$ cat config.mk
export PLATFORM = sky130hd
export DESIGN_NAME = ioapic_redirection_register_file_flat
export DESIGN_NICKNAME = d
export VERILOG_FILES = /design/src/hw/rtl/ioapic_pkg.sv /design/src/hw/rtl/ioapic_if.sv /design/src/hw/rtl/ioapic_decode.sv /design/src/hw/rtl/ioapic_table.sv /design/src/hw/rtl/ioapic_redirection_register_file.sv /design/src/flat_wrapper.sv
export SDC_FILE = /design/constraint.sdc
export NUM_CORES = 1
export LEC_CHECK = 0
export ABC_CLOCK_PERIOD_IN_PS = 5530
export BUFFER_PORTS_ARGS = -buffer_cell sky130_fd_sc_hd__buf_4
export CORE_MARGIN = 2
export CORE_UTILIZATION = 34
export CTS_BUF_LIST = sky130_fd_sc_hd__clkbuf_8
export DETAILED_ROUTE_END_ITERATION = 7
export PLACE_DENSITY_LB_ADDON = 0.12
export SYNTH_ARGS = -nofsm -noshare
export SYNTH_HDL_FRONTEND = slang
export SYNTH_HIERARCHICAL = 1
export SYNTH_SLANG_ARGS = --single-unit
$ cat constraint.sdc
create_clock -name i_clk -period 5.53 [get_ports i_clk]
set_input_delay 1.106 -clock i_clk [delete_from_list [all_inputs] [get_ports i_clk]]
set_output_delay 1.106 -clock i_clk [all_outputs]
set_load 0.005 [all_outputs]
$ cat src/hw/rtl/ioapic_pkg.sv
// ---------------------------------------------------------------------------
// ioapic_pkg
// Shared constants and types of the I/O interrupt controller register file.
// ---------------------------------------------------------------------------
package ioapic_pkg;

    localparam int ENTRIES = 24;
    localparam int ENTRY_W = (ENTRIES > 1) ? $clog2(ENTRIES) : 1;

    localparam logic [7:0]  OFS_SELECT   = 8'h00;
    localparam logic [7:0]  OFS_WINDOW   = 8'h10;
    localparam logic [7:0]  IDX_ID       = 8'h00;
    localparam logic [7:0]  IDX_VERSION  = 8'h01;
    localparam logic [7:0]  IDX_TABLE    = 8'h10;
    localparam logic [8:0]  TABLE_END    = 9'(16 + 2 * ENTRIES);
    localparam logic [7:0]  LAST_ENTRY   = 8'(ENTRIES - 1);
    localparam logic [7:0]  VERSION_RST  = 8'd17;
    localparam logic [16:0] MASK_BIT     = 17'h10000;
    localparam logic [16:0] LOW_WRITABLE = 17'h1AFFF;

    typedef enum logic [2:0] {
        K_SEL,
        K_ID,
        K_VER,
        K_LO,
        K_HI,
        K_ERR
    } t_kind;

    typedef struct packed {
        t_kind              kind;
        logic [ENTRY_W-1:0] entry;
    } t_dec;

    typedef struct packed {
        logic               rd;
        logic               wr;
        logic               hi;
        logic [ENTRY_W-1:0] entry;
        logic [16:0]        lo_data;
        logic [7:0]         hi_data;
    } t_tbl_req;

endpackage

$ cat src/hw/rtl/ioapic_if.sv
// ---------------------------------------------------------------------------
// ioapic_req_if / ioapic_rsp_if
// Valid/ready channels carrying bus accesses and their results.
// ---------------------------------------------------------------------------
interface ioapic_req_if;
    logic        valid;
    logic        ready;
    logic        action;
    logic [7:0]  offset;
    logic [31:0] write_data;

    modport source (output valid, output action, output offset, output write_data,
                    input ready);
    modport sink   (input valid, input action, input offset, input write_data,
                    output ready);
endinterface

interface ioapic_rsp_if;
    logic        valid;
    logic        ready;
    logic [31:0] read_data;
    logic        access_error;

    modport source (output valid, output read_data, output access_error, input ready);
    modport sink   (input valid, input read_data, input access_error, output ready);
endinterface

$ cat src/hw/rtl/ioapic_decode.sv
// ---------------------------------------------------------------------------
// ioapic_decode
// Maps an access offset and the select register onto a target register.
// ---------------------------------------------------------------------------
module ioapic_decode
    import ioapic_pkg::*;
(
    input  logic [7:0] i_offset,
    input  logic [7:0] i_select,
    output t_dec       o_dec
);

    logic [7:0] rel;

    assign rel = i_select - IDX_TABLE;

    always_comb begin
        o_dec.entry = rel[ENTRY_W:1];
        if (i_offset == OFS_SELECT) begin
            o_dec.kind = K_SEL;
        end else if (i_offset == OFS_WINDOW) begin
            if (i_select == IDX_ID) begin
                o_dec.kind = K_ID;
            end else if (i_select == IDX_VERSION) begin
                o_dec.kind = K_VER;
            end else if ({1'b0, i_select} >= {1'b0, IDX_TABLE} &&
                         {1'b0, i_select} < TABLE_END) begin
                o_dec.kind = i_select[0] ? K_HI : K_LO;
            end else begin
                o_dec.kind = K_ERR;
            end
        end else begin
            o_dec.kind = K_ERR;
        end
    end

endmodule

$ cat src/hw/rtl/ioapic_table.sv
// ---------------------------------------------------------------------------
// ioapic_table
// Redirection table: low and high word memories, registered read.
// ---------------------------------------------------------------------------
module ioapic_table
    import ioapic_pkg::*;
(
    input  logic        i_clk,
    input  logic        i_rst_n,
    input  t_tbl_req    i_req,
    output logic [31:0] o_rdata
);

    logic [16:0]        r_mem_lo [ENTRIES];
    logic [7:0]         r_mem_hi [ENTRIES];
    logic [ENTRIES-1:0] r_vld_lo;
    logic [ENTRIES-1:0] r_vld_hi;
    logic [16:0]        r_rd_lo;
    logic [7:0]         r_rd_hi;
    logic               r_rd_lo_vld;
    logic               r_rd_hi_vld;
    logic               r_rd_is_hi;

    always_ff @(posedge i_clk) begin
        if (i_req.wr && !i_req.hi) begin
            r_mem_lo[i_req.entry] <= i_req.lo_data;
        end
        if (i_req.wr && i_req.hi) begin
            r_mem_hi[i_req.entry] <= i_req.hi_data;
        end
        if (i_req.rd) begin
            r_rd_lo    <= r_mem_lo[i_req.entry];
            r_rd_hi    <= r_mem_hi[i_req.entry];
            r_rd_is_hi <= i_req.hi;
        end
    end

    always_ff @(posedge i_clk) begin
        if (!i_rst_n) begin
            r_vld_lo    <= '0;
            r_vld_hi    <= '0;
            r_rd_lo_vld <= 1'b0;
            r_rd_hi_vld <= 1'b0;
        end else begin
            if (i_req.wr && !i_req.hi) begin
                r_vld_lo[i_req.entry] <= 1'b1;
            end
            if (i_req.wr && i_req.hi) begin
                r_vld_hi[i_req.entry] <= 1'b1;
            end
            if (i_req.rd) begin
                r_rd_lo_vld <= r_vld_lo[i_req.entry];
                r_rd_hi_vld <= r_vld_hi[i_req.entry];
            end
        end
    end

    // unwritten entries read as reset: masked low word, zero destination
    always_comb begin
        if (r_rd_is_hi) begin
            o_rdata = {(r_rd_hi_vld ? r_rd_hi : 8'h00), 24'h000000};
        end else begin
            o_rdata = {15'h0000, (r_rd_lo_vld ? (r_rd_lo & LOW_WRITABLE) : MASK_BIT)};
        end
    end

endmodule

$ cat src/hw/rtl/ioapic_redirection_register_file.sv
// ---------------------------------------------------------------------------
// ioapic_redirection_register_file
// Indirect register file of an I/O interrupt controller: select register,
// data window, ID, version and redirection table.
//
//   channel   dir  handshake     payload
//   i_req     in   valid/ready   action, offset, write_data
//   o_rsp     out  valid/ready   read_data, access_error
//   i_cfg_*   in   write enable  version code (8 bits)
//
// One item per cycle sustained while results are taken; an accepted access
// passes the stage-one register and table read port, then the result register.
// Per-entry valid bits make unwritten entries read as reset.
// A stalled result holds the pipeline; ready drops while both stages are full and the result is not taken.
// ---------------------------------------------------------------------------
module ioapic_redirection_register_file
    import ioapic_pkg::*;
(
    input  logic         i_clk,
    input  logic         i_rst_n,
    ioapic_req_if.sink   i_req,
    ioapic_rsp_if.source o_rsp,
    input  logic         i_cfg_we,
    input  logic [7:0]   i_cfg_data
);

    t_dec        dec;
    t_tbl_req    tbl_req;
    logic [31:0] tbl_rdata;
    logic        accept;
    logic        s1_adv;
    logic [31:0] direct_data;
    logic [31:0] n_out_data;

    logic [7:0]  r_select;
    logic [3:0]  r_id;
    logic [7:0]  r_version;
    logic        r_s1_valid;
    t_kind       r_s1_kind;
    logic        r_s1_write;
    logic [31:0] r_s1_data;
    logic        r_out_valid;
    logic [31:0] r_out_data;
    logic        r_out_err;

    ioapic_decode u_decode (
        .i_offset (i_req.offset),
        .i_select (r_select),
        .o_dec    (dec)
    );

    ioapic_table u_table (
        .i_clk   (i_clk),
        .i_rst_n (i_rst_n),
        .i_req   (tbl_req),
        .o_rdata (tbl_rdata)
    );

    assign s1_adv      = r_s1_valid && (!r_out_valid || o_rsp.ready);
    assign i_req.ready = !r_s1_valid || s1_adv;
    assign accept      = i_req.valid && i_req.ready;

    always_comb begin
        tbl_req.rd      = accept && !i_req.action && (dec.kind == K_LO || dec.kind == K_HI);
        tbl_req.wr      = accept && i_req.action && (dec.kind == K_LO || dec.kind == K_HI);
        tbl_req.hi      = (dec.kind == K_HI);
        tbl_req.entry   = dec.entry;
        tbl_req.lo_data = i_req.write_data[16:0] & LOW_WRITABLE;
        tbl_req.hi_data = i_req.write_data[31:24];
    end

    always_comb begin
        unique case (dec.kind)
            K_SEL:   direct_data = {24'h000000, r_select};
            K_ID:    direct_data = {4'h0, r_id, 24'h000000};
            K_VER:   direct_data = {8'h00, LAST_ENTRY, 8'h00, r_version};
            default: direct_data = 32'h00000000;
        endcase
    end

    always_comb begin
        if (r_s1_write || r_s1_kind == K_ERR) begin
            n_out_data = 32'h00000000;
        end else if (r_s1_kind == K_LO || r_s1_kind == K_HI) begin
            n_out_data = tbl_rdata;
        end else begin
            n_out_data = r_s1_data;
        end
    end

    always_ff @(posedge i_clk) begin
        if (!i_rst_n) begin
            r_select    <= 8'h00;
            r_id        <= 4'h0;
            r_version   <= VERSION_RST;
            r_s1_valid  <= 1'b0;
            r_out_valid <= 1'b0;
        end else begin
            if (i_cfg_we) begin
                r_version <= i_cfg_data;
            end
            if (accept && i_req.action && dec.kind == K_SEL) begin
                r_select <= i_req.write_data[7:0];
            end
            if (accept && i_req.action && dec.kind == K_ID) begin
                r_id <= i_req.write_data[27:24];
            end
            if (accept) begin
                r_s1_valid <= 1'b1;
            end else if (s1_adv) begin
                r_s1_valid <= 1'b0;
            end
            if (s1_adv) begin
                r_out_valid <= 1'b1;
            end else if (o_rsp.ready) begin
                r_out_valid <= 1'b0;
            end
        end
    end

    always_ff @(posedge i_clk) begin
        if (accept) begin
            r_s1_kind  <= dec.kind;
            r_s1_write <= i_req.action;
            r_s1_data  <= direct_data;
        end
        if (s1_adv) begin
            r_out_data <= n_out_data;
            r_out_err  <= (r_s1_kind == K_ERR);
        end
    end

    assign o_rsp.valid        = r_out_valid;
    assign o_rsp.read_data    = r_out_data;
    assign o_rsp.access_error = r_out_err;

endmodule

$ cat src/flat_wrapper.sv
// flat-port wrapper written by rule: the top's interface ports become plain ports
module ioapic_redirection_register_file_flat import ioapic_pkg::*;
  (i_clk, i_rst_n, i_cfg_we, i_cfg_data, i_req_valid, i_req_action, i_req_offset, i_req_write_data, i_req_ready, o_rsp_valid, o_rsp_read_data, o_rsp_access_error, o_rsp_ready);
  ioapic_req_if i_req_i ();
  ioapic_rsp_if o_rsp_i ();
  input  logic i_clk;
  input  logic i_rst_n;
  input  logic i_cfg_we;
  input  logic [7:0] i_cfg_data;
  input wire logic [$bits(i_req_i.valid)-1:0] i_req_valid;
  input wire logic [$bits(i_req_i.action)-1:0] i_req_action;
  input wire logic [$bits(i_req_i.offset)-1:0] i_req_offset;
  input wire logic [$bits(i_req_i.write_data)-1:0] i_req_write_data;
  output wire logic [$bits(i_req_i.ready)-1:0] i_req_ready;
  output wire logic [$bits(o_rsp_i.valid)-1:0] o_rsp_valid;
  output wire logic [$bits(o_rsp_i.read_data)-1:0] o_rsp_read_data;
  output wire logic [$bits(o_rsp_i.access_error)-1:0] o_rsp_access_error;
  input wire logic [$bits(o_rsp_i.ready)-1:0] o_rsp_ready;
  assign i_req_i.valid = i_req_valid;
  assign i_req_i.action = i_req_action;
  assign i_req_i.offset = i_req_offset;
  assign i_req_i.write_data = i_req_write_data;
  assign i_req_ready = i_req_i.ready;
  assign o_rsp_valid = o_rsp_i.valid;
  assign o_rsp_read_data = o_rsp_i.read_data;
  assign o_rsp_access_error = o_rsp_i.access_error;
  assign o_rsp_i.ready = o_rsp_ready;
  ioapic_redirection_register_file u_core (.i_clk(i_clk), .i_rst_n(i_rst_n), .i_req(i_req_i), .o_rsp(o_rsp_i), .i_cfg_we(i_cfg_we), .i_cfg_data(i_cfg_data));
endmodule
======== Word level (Yosys, flattened, before mapping) ========
Memory sizes are Yosys's and may differ from the RTL's. A register that Yosys moved wholly into a read port is not among the register bits.
Cells that the tools add are included.
storage, ports and cells
  register bits after elaboration ......... 142
  memory bits (writable) .................. 552
  logic and storage cells ................. 84
  memories kept ........................... 2
memories
  name                     words  width  read ports  clocked after memory_dff  write ports  RTL line            source
  u_core.u_table.r_mem_lo  24     15     1           1                         1            ioapic_table.sv:14  logic [16:0] r_mem_lo [ENTRIES];
  u_core.u_table.r_mem_hi  24     8      1           1                         1            ioapic_table.sv:15  logic [7:0] r_mem_hi [ENTRIES];
operators by class
  add/sub/neg operators ................... 1
  magnitude comparators ................... 4
  equality and inequality tests ........... 9
  muxes and demuxes ....................... 25
  bitwise operators ....................... 2
  reductions and logical operators ........ 26
operators by type and width
  operator                                                            count
  one-hot mux 28 bit (3 select lines)                                 1
  two-way mux 32 bit                                                  2
  OR 24 bit                                                           2
  two-way mux 3 bit                                                   6
  two-way mux 17 bit                                                  1
  zero test 8 bit                                                     2
  logical AND 1 bit                                                   12
  two-way mux 1 bit                                                   11
  binary-select mux 1 bit (select 5 bit)                              2
  == test 3 x 2 -> 1 bit (second input constant)                      3
  == test 3 bit (second input constant)                               3
  == test 8 x 1 -> 1 bit (second input constant)                      1
  == test 8 x 5 -> 1 bit (second input constant)                      1
  greater-or-equal comparator 8 x 5 -> 1 bit (second input constant)  1
  < comparator 8 x 7 -> 1 bit (second input constant)                 1
  two-way mux 8 bit                                                   1
  < comparator 5 x 6 -> 1 bit (second input constant)                 1
  subtractor 6 x 5 -> 6 bit (second input constant)                   1
  demux 1 bit (select 5 bit)                                          1
  greater-or-equal comparator 5 x 1 -> 1 bit (second input constant)  1
  logical OR 1 bit                                                    5
  zero test 1 bit                                                     4
  nonzero test 2 bit                                                  2
  == test 3 x 1 -> 1 bit (second input constant)                      1
  zero test 3 bit                                                     1

======== Longest topological paths before layout ========
  depth after elaboration ................. 13
  depth in mapped cells ................... 12
  gate-level depth less buffers ........... 12

======== Modules after synthesis ========
Netlist, hierarchy kept.
modules (own cells, without submodules)
  module                            instances  cells an instance  area an instance (um2)
  ioapic_table                      1          1138               23980.5
  ioapic_redirection_register_file  1          235                2961.6
  ioapic_decode                     1          21                 161.4

======== Worst setup path before layout ========
No wires, ideal clock.
  path kind ............................... input to register
  start ................................... input port i_req_offset[4]
  end ..................................... register u_core.u_table.r_rd_lo_vld
  setup time .............................. 0.124 ns
  arrival ................................. 5.295 ns
  data required time ...................... 5.406 ns
  path slack .............................. 0.110 ns
  stages on the path ...................... 9
  path buffers ............................ 0
  cell sequence ........................... inv_1 o311ai_1 nor3b_1 a21oi_1 nor3b_1 nand3_1 a32o_1 a21oi_1 a21oi_1
RTL lines
  element               RTL line            source
  from (decl)           flat_wrapper.sv:12  input wire logic [$bits(i_req_i.offset)-1:0] i_req_offset;
  to (signal assigned)  ioapic_table.sv:52  r_rd_lo_vld <= r_vld_lo[i_req.entry];
  to (decl)             ioapic_table.sv:20  logic r_rd_lo_vld;

==> out/results.tsv <==
metric	value	unit
hold_viol_final	0	
powerDensity	321	nW/um^2
stdcell_count	2711	
leakagePower	9.97	nW
critPathLaunchType	flip-flop	
drt_iter0_markers	1062	
grt_pass1_vias	14000	
reg2reg_depth	13	
hpwl	41500	um
viasPerCell	5.02	
antenna_found_initial	1	
synth_cells	1393	
drv_cap	0	
rsz0062_at_grt	false	
portBuffers	79	
hold_path.class	reg -> reg	
ys_warn_count	6	
cts_max_level	3	
postLayoutCellArea	31100	um^2
synthToLayoutAreaGrowth	14.6	%
num-nets-final	1619	
worst_pin_slew	1.22	ns
clkTransAtPathRegs	0.06	ns
grt_overflow	0	
status	finished, final reports clean	
synth_area	27100	um^2
crit_arrival	4.50	ns
gp_congestion	0.775	
pre_cts_ws	0.863	ns
clkSinkCount	698	
ant_nets	0	
vdd_drop_max	0.171	mV
setup_viol	0	
core_area	79000	um^2
fillers	7200	
cts_resized	0	
die_w	286	um
dp.cells	2497	
setup_ws	1.45	ns
cts-root-buf	clkbuf_8	
critPathMaxFanout	25	
cts_inserted_buffers	115	
cts_hold_buf	0	
num_rows	103	
fmax	0.245	GHz
start_util	34.3	%
postCtsSetupBuffers	0	
io_pins	89	
wl_per_cell	24.9	um
firstDrtPassIters	7	
drive_gt1_share	28.8	%
finalMaxSlewViolations	0	
critical_path_required	5.96	ns
max-slew-margin-rel	18.7	%
layout_min_cycle_time	4.08	ns
grt.total_usage	16.4	%
finalCritPeriodShare	73.7	%
die_area	82000	um^2
cts_tree	yes	
fin_skew	0.0264	ns
tns	0	ns
via_count	13600	
die_h	286	um
place_area	29000	um^2
clockBufferDepth	3	
crit_type	reg -> reg	
end_kind	flip-flop	
grt_max_degree	85	
hold_depth	2	
wl	67400	um
grt_pass1_wl	96900	um
drc	0	
syn_avg_cell_area	19.5	um^2
clk_latency	0.72	ns
==> critical path: stages (launching register included) <==
cell	delay, ns
dfxtp_2	0.31
buf_4	0.35
nor3_2	0.12
and3_1	0.20
o311ai_1	0.24
buf_4	0.20
nor3b_1	0.19
buf_4	0.19
a21oi_1	0.07
nor2_1	0.33
nor2b_1	0.38
nand2_1	0.41
nor2_2	0.56
buf_12	0.22
==> worst paths after layout <==
| check | slack [ns] | to | start |
|---|---|---|---|
| worst min-delay path | 0.46 | u_core/r_id[3] | u_core/r_id[3] |
| worst min register to register | 0.46 | u_core/r_id[3] | u_core/r_id[3] |
| worst max register to register | 1.45 | u_core/u_table/r_mem_lo[12][11] | u_core/r_select[3] |
| worst max-delay path | 1.45 | u_core/u_table/r_mem_lo[12][11] | u_core/r_select[3] |
==> state kept, by name, indices dropped and copies added, names as in the netlist, 8 cells and up <==
signal / flops
u_core/u_table/r_mem_lo: 360
u_core/u_table/r_rd_lo: 15
u_core/r_version: 8
u_core/u_table/r_vld_lo: 24
u_core/u_table/r_mem_hi: 192
u_core/r_select: 8
u_core/u_table/r_rd_hi: 8
u_core/r_s1_data: 13
u_core/u_table/r_vld_hi: 24
u_core/o_rsp.read_data: 32
==> cell usage in the layout (no fill, tap or decap), drive strengths merged, types with 14 or more instances in the layout <==
cell    instances
nand2          47
inv            53
mux4          143
clkinv         43
and2           36
nor2           58
mux2           14
a21oi          22
o21a           49
buf           137
dfxtp          72
nand3          31
edfxtp        626
clkbuf        120
o21ai          14
a22oi          37
nor2b          17
mux2i          40
==> report_power, final <==
group          total [W]  internal, W  switching, W  leakage, nW
Combinational   0.000155    0.0000446      0.000111         2.52
Clock            0.00404      0.00200       0.00204         1.21
Sequential       0.00576      0.00575    0.00000788         6.24
Total            0.00996      0.00780       0.00216         9.97
==> metrics by stage <==
step                      hold slack, ns  total power [W]  util [%]
after floorplan                    0.430          0.00591         -
after global placement             0.441          0.00603      36.7
after detailed placement           0.445          0.00603      36.7
after CTS                          0.456           0.0101      39.3
after global routing               0.475           0.0103      39.3
final                              0.456          0.00996      39.3
==> final cells by class <==
class	instances	area [um^2]	share of cell area, %
diodes	2	5.00	0.0161
clock buffers	120	1650	5.32
clock inverters	92	387	1.24
inverters	7	26.3	0.0846
multi-input cells	605	6340	20.4
flip-flops and latches	698	20200	65.2
well taps	1050	1310	4.23
repair buffers	137	1080	3.47
==> per-layer routing <==
metal / up-vias / share of wire (%) / global-route usage, %
met5: - / 0 / 0
met4: 0 / 3.1 / 5.89
met3: 117 / 3.8 / 2.92
met2: 296 / 50 / 27.0
met1: 7218 / 43 / 21.9
li1: 5982 / - / -
Power figures use the tool's default switching activity.
